[src/hdl/mm2a_pkg.sv]
// shared types and constants for the murmur2a incremental hash core
// no dependencies; used by mm2a_mul and murmur2a_incremental_hash_core

package mm2a_pkg;

    typedef logic [31:0] t_word;

    // mix multiplier and shift amounts
    localparam t_word       MIX_MUL     = 32'h5bd1_e995;
    localparam logic [4:0]  MIX_SHIFT   = 5'd24;
    localparam logic [4:0]  FIN_SHIFT_A = 5'd13;
    localparam logic [4:0]  FIN_SHIFT_B = 5'd15;

endpackage

[src/hdl/mm2a_mul.sv]
// shared registered multiplier: product of one operand and the mix constant
// depends on mm2a_pkg

module mm2a_mul (
    input  logic              i_clk,
    input  mm2a_pkg::t_word   i_operand,
    output mm2a_pkg::t_word   o_product
);

    mm2a_pkg::t_word r_product;
    mm2a_pkg::t_word n_product;

    // low 32 bits of operand times the mix constant
    always_comb begin
        n_product = i_operand * mm2a_pkg::MIX_MUL;
    end

    always_ff @(posedge i_clk) begin
        r_product <= n_product;
    end

    assign o_product = r_product;

endmodule

[src/hdl/murmur2a_incremental_hash_core.sv]
// incremental 32-bit murmur2a hash over a byte stream
// depends on mm2a_pkg and mm2a_mul
// channels: input item (i_valid/o_ready) carries i_data_byte, i_byte_valid,
// i_last; result item (o_valid/i_ready) carries o_hash_value; the seed is
// written through i_cfg_we/i_cfg_data; the user is to write it only at an
// edge the block is idle, which the block itself does not enforce
// a byte that does not complete a 4-byte group is added to the tail and the
// block stays ready; a byte that completes a group starts one mix (three
// multiplies on the shared multiplier and a combine); an item with last adds
// a tail mix, a length mix and an avalanche (after the block mix when it also
// completes a group); o_valid rises in the same cycle the sequencer returns
// to idle for the next item; the rate over a long message is set by the
// single multiplier which every mix step goes through
// o_ready is high only while the sequencer waits for input; the result sits
// in an output register, so the next message may stream in while it waits
// if the receiver stalls, a following last item waits before its avalanche
// until the previous hash is taken
// reset (synchronous, active low) clears the seed to 0, empties the tail,
// zeroes the length and drops any pending result

module murmur2a_incremental_hash_core (
    input  logic        i_clk,
    input  logic        i_rst_n,
    // input item channel
    input  logic        i_valid,
    output logic        o_ready,
    input  logic [7:0]  i_data_byte,
    input  logic        i_byte_valid,
    input  logic        i_last,
    // result item channel
    output logic        o_valid,
    input  logic        i_ready,
    output logic [31:0] o_hash_value,
    // seed register write
    input  logic        i_cfg_we,
    input  logic [31:0] i_cfg_data
);

    // sequencer states
    localparam logic [2:0] S_IDLE = 3'd0;
    localparam logic [2:0] S_K1   = 3'd1;
    localparam logic [2:0] S_K2   = 3'd2;
    localparam logic [2:0] S_H    = 3'd3;
    localparam logic [2:0] S_X    = 3'd4;
    localparam logic [2:0] S_A1   = 3'd5;
    localparam logic [2:0] S_A2   = 3'd6;

    // which word the current mix folds in
    localparam logic [1:0] P_BLOCK = 2'd0;
    localparam logic [1:0] P_TAIL  = 2'd1;
    localparam logic [1:0] P_LEN   = 2'd2;

    logic [2:0]       r_state;
    logic [1:0]       r_phase;
    logic             r_last;
    logic             r_idle;
    mm2a_pkg::t_word  r_seed;
    mm2a_pkg::t_word  r_hash;
    mm2a_pkg::t_word  r_k;
    mm2a_pkg::t_word  r_tail;
    logic [1:0]       r_cnt;
    mm2a_pkg::t_word  r_len;
    mm2a_pkg::t_word  r_out;
    logic             r_out_valid;

    mm2a_pkg::t_word  n_tail;
    mm2a_pkg::t_word  n_len;
    logic [1:0]       n_cnt;
    logic             w_accept;
    logic             w_full;
    mm2a_pkg::t_word  w_mul_a;
    mm2a_pkg::t_word  w_mul_p;
    mm2a_pkg::t_word  w_byte_shift;

    assign o_ready      = (r_state == S_IDLE);
    assign w_accept     = i_valid && o_ready;
    assign o_valid      = r_out_valid;
    assign o_hash_value = r_out;

    // byte placement into the little-endian tail
    always_comb begin
        w_byte_shift = {24'd0, i_data_byte} << {r_cnt, 3'b000};
        if (i_byte_valid) begin
            n_tail = r_tail | w_byte_shift;
            n_cnt  = r_cnt + 2'd1;
            n_len  = r_len + 32'd1;
        end else begin
            n_tail = r_tail;
            n_cnt  = r_cnt;
            n_len  = r_len;
        end
        w_full = i_byte_valid && (r_cnt == 2'd3);
    end

    // operand for the shared multiplier
    always_comb begin
        unique case (r_state)
            S_K1:    w_mul_a = r_k;
            S_K2:    w_mul_a = w_mul_p ^ (w_mul_p >> mm2a_pkg::MIX_SHIFT);
            S_H:     w_mul_a = r_hash;
            S_A1:    w_mul_a = r_hash ^ (r_hash >> mm2a_pkg::FIN_SHIFT_A);
            default: w_mul_a = r_k;
        endcase
    end

    mm2a_mul u_mul (
        .i_clk     (i_clk),
        .i_operand (w_mul_a),
        .o_product (w_mul_p)
    );

    // sequencer and state registers
    always_ff @(posedge i_clk) begin
        if (!i_rst_n) begin
            r_state     <= S_IDLE;
            r_phase     <= P_BLOCK;
            r_last      <= 1'b0;
            r_idle      <= 1'b1;
            r_seed      <= '0;
            r_hash      <= '0;
            r_tail      <= '0;
            r_cnt       <= '0;
            r_len       <= '0;
            r_out_valid <= 1'b0;
        end else begin
            // result handshake
            if (r_out_valid && i_ready) begin
                r_out_valid <= 1'b0;
            end

            unique case (r_state)
                S_IDLE: begin
                    if (w_accept) begin
                        r_len  <= n_len;
                        r_last <= i_last;
                        if (i_byte_valid) begin
                            r_idle <= 1'b0;
                        end
                        if (w_full || i_last) begin
                            r_k     <= n_tail;
                            r_tail  <= '0;
                            r_cnt   <= '0;
                            r_phase <= w_full ? P_BLOCK : P_TAIL;
                            r_state <= S_K1;
                        end else begin
                            r_tail <= n_tail;
                            r_cnt  <= n_cnt;
                        end
                    end
                end
                S_K1: r_state <= S_K2;
                S_K2: r_state <= S_H;
                S_H: begin
                    r_k     <= w_mul_p;
                    r_state <= S_X;
                end
                S_X: begin
                    r_hash <= w_mul_p ^ r_k;
                    unique case (r_phase)
                        P_BLOCK: begin
                            if (r_last) begin
                                r_k     <= r_tail;
                                r_phase <= P_TAIL;
                                r_state <= S_K1;
                            end else begin
                                r_state <= S_IDLE;
                            end
                        end
                        P_TAIL: begin
                            r_k     <= r_len;
                            r_phase <= P_LEN;
                            r_state <= S_K1;
                        end
                        default: r_state <= S_A1;
                    endcase
                end
                S_A1: begin
                    // wait for the output register to free up
                    if (!r_out_valid) begin
                        r_state <= S_A2;
                    end
                end
                S_A2: begin
                    r_out       <= w_mul_p ^ (w_mul_p >> mm2a_pkg::FIN_SHIFT_B);
                    r_out_valid <= 1'b1;
                    r_hash      <= r_seed;
                    r_len       <= '0;
                    r_idle      <= 1'b1;
                    r_state     <= S_IDLE;
                end
                default: r_state <= S_IDLE;
            endcase

            // seed write, reloads the hash between messages
            if (i_cfg_we) begin
                r_seed <= i_cfg_data;
                if (r_idle && (r_state == S_IDLE)) begin
                    r_hash <= i_cfg_data;
                end
            end
        end
    end

    // result is only written into a free output register
    a_out_free: assert property (@(posedge i_clk) disable iff (!i_rst_n)
        (r_state == S_A2) |-> !r_out_valid)
        else $error("result overwrote a pending item");

    // a last item always starts the finalize sequence
    a_last_starts: assert property (@(posedge i_clk) disable iff (!i_rst_n)
        (w_accept && i_last) |=> (r_state == S_K1))
        else $error("last item did not start a mix");

    // the tail is empty whenever the sequencer is busy
    a_tail_empty: assert property (@(posedge i_clk) disable iff (!i_rst_n)
        (r_state != S_IDLE) |-> ((r_cnt == 2'd0) && (r_tail == '0)))
        else $error("tail not cleared during a mix");

    // length mix is always followed by the avalanche
    a_len_then_fin: assert property (@(posedge i_clk) disable iff (!i_rst_n)
        ((r_state == S_X) && (r_phase == P_LEN)) |=> (r_state == S_A1))
        else $error("avalanche did not follow the length mix");

endmodule
[config.mk]
export PLATFORM = sky130hd
export DESIGN_NAME = murmur2a_incremental_hash_core
export DESIGN_NICKNAME = d
export VERILOG_FILES = /design/src/hdl/mm2a_pkg.sv /design/src/hdl/mm2a_mul.sv /design/src/hdl/murmur2a_incremental_hash_core.sv
export SDC_FILE = /design/constraint.sdc
export NUM_CORES = 1
export LEC_CHECK = 0
export ABC_AREA = 1
export BUFFER_PORTS_ARGS = -buffer_cell sky130_fd_sc_hd__buf_2
export CAP_MARGIN = 10
export CORE_MARGIN = 8
export CORE_UTILIZATION = 30
export DETAILED_ROUTE_END_ITERATION = 8
export GPL_TIMING_DRIVEN = 0
export MAX_ROUTING_LAYER = met4
export RECOVER_POWER = 25
export SLEW_MARGIN = 5
export SYNTH_ARGS = -nofsm -noshare
export SYNTH_HDL_FRONTEND = slang
export SYNTH_SLANG_ARGS = --single-unit
[constraint.sdc]
create_clock -name i_clk -period 13.9 [get_ports i_clk]
set_input_delay 1.39 -clock i_clk [delete_from_list [all_inputs] [get_ports i_clk]]
set_output_delay 1.39 -clock i_clk [all_outputs]
set_load 0.02 [all_outputs]
# ---- Word level (Yosys, flattened, before mapping)
# Cells that the tools add are included.
# Widths: inputs -> output; s select.
dict set report totals {
  register_bits 234
  latchBits 0
  ram_bits 0
  rom_bits 0
  in_bits 47
  wordCells 88
  n_memories 0
}
dict set report classes {
  n_addsub 2
  mul 1
  div 0
  magnitude_cmp 0
  n_eq_ne 14
  shifts 1
  mux 33
  n_bitwise 5
  reduce_logical 19
}
# operator count
set ops {}
lappend ops {{$mux 32} 9}
lappend ops {{$pmux 32 s2} 3}
lappend ops {{$pmux 32 s3} 2}
lappend ops {{$add 32x1->32 const B} 1}
lappend ops {{$mul 32x31->32 const B} 1}
lappend ops {{$or 32x32->32} 1}
lappend ops {{$shl 8x5->32} 1}
lappend ops {{$xor 32x17->32} 1}
lappend ops {{$xor 32x19->32} 1}
lappend ops {{$xor 32x32->32} 1}
lappend ops {{$xor 32x8->32} 1}
lappend ops {{$pmux 3 s6} 1}
lappend ops {{$mux 2} 5}
lappend ops {{$eq 3x3->1 const B} 3}
lappend ops {{$mux 3} 3}
lappend ops {{$reduce_and 3->1} 3}
lappend ops {{$pmux 2 s2} 2}
lappend ops {{$reduce_bool 2->1} 4}
lappend ops {{$eq 3x2->1 const B} 2}
lappend ops {{$mux 1} 6}
lappend ops {{$ne 2x1->1 const B} 3}
lappend ops {{$ne 3x3->1 const B} 2}
lappend ops {{$pmux 3 s2} 1}
lappend ops {{$reduce_and 6->1} 1}
lappend ops {{other kinds (13)} 17}

# ---- Longest topological paths before layout
dict set report depth {
  depth_word 6
  mapped_depth 40
  ltp_nobuf 39
}

# ---- Hierarchy
# A second synthesis with hierarchy kept.
dict set report unflattened {
  cells_unflattened 2471
  area_unflattened_um2 20362.0
}
# module n_inst cells_each area_each_um2 seq_area_each_um2
set modules_own_cells {}
lappend modules_own_cells {murmur2a_incremental_hash_core 1 1323 10238.6 4684.5}
lappend modules_own_cells {mm2a_mul 1 1148 10123.5 640.6}

# ---- Worst setup path after synthesis
# OpenSTA, ideal clock, no wires.
dict set report synth_timing {
  path_kind {reg2reg}
  from {register r_state[2]}
  to {register u_mul.r_product[28] (netlist: u_mul.o_product[28])}
  arrival_time_ns 7.290
  required_ns 13.828
  setup_slack_ns 6.538
  stages_incl_launch_ff 32
  n_path_buf 4
  period_less_slack_ns 7.362
  cell_sequence {dfxtp_1 > buf_4 > inv_4 > nand3_4 > nand3_4 > buf_6 > buf_2 > buf_2 > nor2_1 > a31oi_1 > fa_1 > ha_1 > inv_1 > fa_1 > fa_1 > fa_1 > inv_1 > fa_1 > fa_1 > inv_1 > fa_1 > inv_1 > ha_1 > nand2_1 > nor4_1 > nand4_1 > nand3_1 > nand3_1 > nand2_1 > nand3_1 > nand2_1 > xor2_1}
}
dict set report synth_via {
  elab_chain_len 3
}
# item line_no
set synth_lines {}
lappend synth_lines {{start, declared} murmur2a_incremental_hash_core.sv:53} ;# logic [2:0] r_state;
lappend synth_lines {{start signal, assigned} murmur2a_incremental_hash_core.sv:115} ;# r_state <= S_IDLE;
lappend synth_lines {{start signal, assigned} murmur2a_incremental_hash_core.sv:144} ;# r_state <= S_K1;
lappend synth_lines {{start signal, assigned} murmur2a_incremental_hash_core.sv:151} ;# S_K1: r_state <= S_K2;
lappend synth_lines {{$eq 3x3->1 or $eq 3x2->1 (tied branches)} murmur2a_incremental_hash_core.sv:97} ;# unique case (r_state)
lappend synth_lines {{$pmux 32 s3 (*)} murmur2a_incremental_hash_core.sv:97}
lappend synth_lines {{$mul 32x31->32 (*)} mm2a_mul.sv:15} ;# n_product = i_operand * mm2a_pkg::MIX_MUL;
lappend synth_lines {{via u_mul.n_product[28]} mm2a_mul.sv:11} ;# mm2a_pkg::t_word n_product;
lappend synth_lines {{end signal, assigned} mm2a_mul.sv:19} ;# r_product <= n_product;
lappend synth_lines {{end, declared} mm2a_mul.sv:10} ;# mm2a_pkg::t_word r_product;
# The timed path passes the listed nets; every way through them passes the cells marked *.
# A chain may end at the register's enable or synchronous reset.

# ---- Final worst setup path
dict set report layout_timing {
  from {register r_state[2]}
  to {register u_mul.r_product[30] (netlist: u_mul.o_product[30])}
}
# The elaborated chain is that of the path after synthesis.

==> results.md <==
- Status: completed
- PortBufs: 79
- Number of vias per cell: 4.860
- Die Span X: 278.3 um
- Fin cells: 3539
- Drt total wl: 69130 um
- Clock skew: 0.03976 ns
- Worst slew pin tran: 1.002 ns
- R2R cell count: 26
- Async set-or-reset flop fraction in the synthesized netlist: 0%
- HP Class: reg2reg
- Hold EP: o_hash_value[30]
- Initial antenna violation count: 1
- Top FF cell, synth: dfxtp_1
- Fin nets: 3077
- Bufs on Longest Clock Path: 3
- Placed wire-length estimate: 55210 um
- Sequential area share after synthesis: 25.80%
- Layout cell share with drive strength beyond 1: 8.318%
- Reg clk slew, reported paths: 0.07 ns
- Yosys warning count: 0
- Data arrival, critical path: 8.99 ns
- Clock tree sinks: 234
- Avg Cell Area, Syn: 8.196 sq um
- Initial DRC Count: 1240
- RSZ-0062 raised after global routing: false
- Post-CTS setup buffer count: 0
- Hold Crit Depth: 0
- Root buffer cell: clkbuf_16
- MaxCap Viol Count: 0
- Distinct cell type count after synthesis: 67
- Min Tclk post-route: 8.552 ns
- Reg2reg setup slack: 5.35 ns
- Area of the core: 68350 sq um
- GRT Overall Usage: 17.99%
- Startpoint Class: flop
- Die area: 77440 sq um
- Initial Util: 30.20%
- Worst slew margin: 33.02%
- Clk_lat worst skew: 0.60 ns
- Mean routed wirelength per cell: 19.53 um
- First-pass GRT wire length: 104700 um
- Die height: 278.3 um
- GRT overflow: 0
- Area grow syn2layout: 13.13%
- Placed Cells incl. Taps: 3488
- Residual DRC count: 0
- CP required: 14.34 ns
- CP max FO: 10
- Min Hold Slack: 0.4551 ns
- Mapped Area: 20640 sq um
- R2r startpoint: r_state[2]
- Final number of hold-violating endpoints: 0
- TritonCTS clock tree: done
- Max Fclk: 116.9 MHz
- Setup WS post-layout: 5.348 ns
- Largest net degree at the start of global routing: 33
- Cts repair resizes: 0
- Final setup vio count: 0
- # H-tree levels: 1
- CTS Buf Count: 28
- Routability cong.: 0.9804
- Ports: 81
- Kind of critical path: reg2reg
- Final worst-path cycle share: 61.53%
- Vias in the first global route: 17120
- Slew Limit Fails: 0
- Syn Nets: 2959
- Reg2reg end: u_mul.o_product[30]
- Mapped Cells: 2518
- Total iterations of the first detailed-routing run: 6
- Synth Register Bits: 234
- Post-synth EDFFs: 64
- Hold Buf Count CTS: 0
- Pre-CTS setup slack: 5.520 ns
- # diodes: 0
- Crit path capture type: flop
- Total negative slack: 0 ns
- Via count: 17200
- Hold path start: u_mul.o_product[30]
- Row count: 96
- Post-route ant nets: 0
-- flip-flops by register name, summed over array words and instances, names as in the netlist --
register and cells:
o_hash_value 32, r_hash 32, r_k 32, r_len 32, r_seed 32, r_tail 32
u_mul.o_product 32, r_state 3, r_cnt 2, r_phase 2, o_valid 1, r_idle 1
r_last 1
-- layer usage --
| layer | up-vias | wire length, um | GRT usage [%] |
|---|---|---|---|
| met1 | 8240 | 30510 | 23.70 |
| met2 | 626 | 31750 | 28.80 |
| li1 | 8208 | - | - |
| met3 | 125 | 4354 | 2.010 |
| met5 | - | 0 | - |
| met4 | 0 | 2511 | 5.789 |
-- Yosys cell counts, drive strengths merged (5+ instances only) --
cell	number	area [sq um]
edfxtp	64	1922
o31ai	23	172.7
o2111ai	34	297.8
nand2	473	1859
o211ai	7	52.55
a32oi	6	52.55
a21oi	150	765.7
nor3	19	138.9
dfxtp	170	3403
nand3	51	307.8
buf	17	147.6
a31oi	17	112.6
o21ai	141	709.4
xnor2	47	411.6
clkbuf	60	225.2
a221o	5	50.05
a211oi	6	45.04
xor2	45	401.6
ha	215	2690
inv	585	2211
nand4	19	140.1
a22oi	11	82.58
nor2	135	566.8
or2	6	37.54
fa	179	3583
-- critical path, cell delays in order (launching register included) --
cell      delay [ns]
dfxtp_1         0.30
buf_4           0.17
inv_4           0.15
nand3_4         0.20
inv_2           0.28
clkbuf_1        0.53
o211ai_1        0.24
a31oi_2         0.66
buf_8           0.24
fa_1            0.40
ha_1            0.30
inv_1           0.07
fa_1            0.44
fa_1            0.50
fa_1            0.54
inv_1           0.05
fa_1            0.46
fa_1            0.51
inv_1           0.05
fa_1            0.50
inv_1           0.05
ha_1            0.37
nand2_1         0.15
nor4_1          0.46
nand4_1         0.12
o21ai_0         0.27
xor2_1          0.36
-- area by class of cell --
type / instances / area [sq um]
plain buffers: 77 / 371.6
clock buffers: 37 / 808.3
clock inverters: 14 / 211.5
fillers: 7103 / 45000
inverters: 587 / 2218
multi-input cells: 1620 / 12780
flip-flops and latches: 234 / 5325
well taps: 882 / 1104
repair buffers: 88 / 525.5
-- layout by cell type (no fill, tap or decap), types with 7 or more instances in the layout --
cell type,synthesis,routed
a21oi_1,146,146
inv_2,10,7
clkbuf_16,0,28
o21ai_0,134,134
edfxtp_1,64,64
a31oi_2,1,8
nand2_1,457,457
a31oi_1,16,9
fa_1,179,179
o31ai_1,23,23
clkbuf_1,60,65
nand2_2,9,9
nand4_1,17,17
nor2_2,8,9
nand3_1,45,45
ha_1,215,215
nor2_1,124,121
o211ai_1,7,7
a22oi_1,11,11
nor3_1,14,14
o2111ai_1,34,34
dfxtp_1,170,170
xor2_1,44,44
xnor2_1,47,47
inv_1,572,575
buf_2,5,81
clkbuf_8,0,7
-- kinds of logic (layout without fill, tap and decap cells) --
| logic type | Yosys count | in the layout | synth area share (%) |
|---|---|---|---|
| XOR/XNOR | 92 | 92 | 3.941 |
| adder cells (fa/ha/maj) | 394 | 394 | 30.40 |
| AND/OR/NAND/NOR | 713 | 713 | 15.14 |
| buffers and inverters | 664 | 803 | 12.56 |
| flip-flops | 234 | 234 | 25.80 |
| AO/OA/AOI/OAI | 421 | 421 | 12.16 |
-- metrics by stage --
stage               util, %  instance area (sq um)
global placement      32.39                  22140
detailed placement    32.67                  22330
floorplan                 -                  20640
global route          34.16                  23350
CTS                   34.16                  23350
finish                34.16                  23350
-- worst max path at each step --
stage / from / to / cells after the start
after floorplan: r_state[2] / u_mul.o_product[28] / 31
after detailed placement: r_state[2] / u_mul.o_product[28] / 31
after global routing: r_state[2] / u_mul.o_product[28] / 31
final: r_state[2] / u_mul.o_product[30] / 26
after CTS: r_state[2] / u_mul.o_product[28] / 31
after global placement: r_state[2] / u_mul.o_product[30] / 26
Power is left out: the tool's default activity adds up to more than one toggle a clock period on the data nets, which glitch-free logic cannot reach.
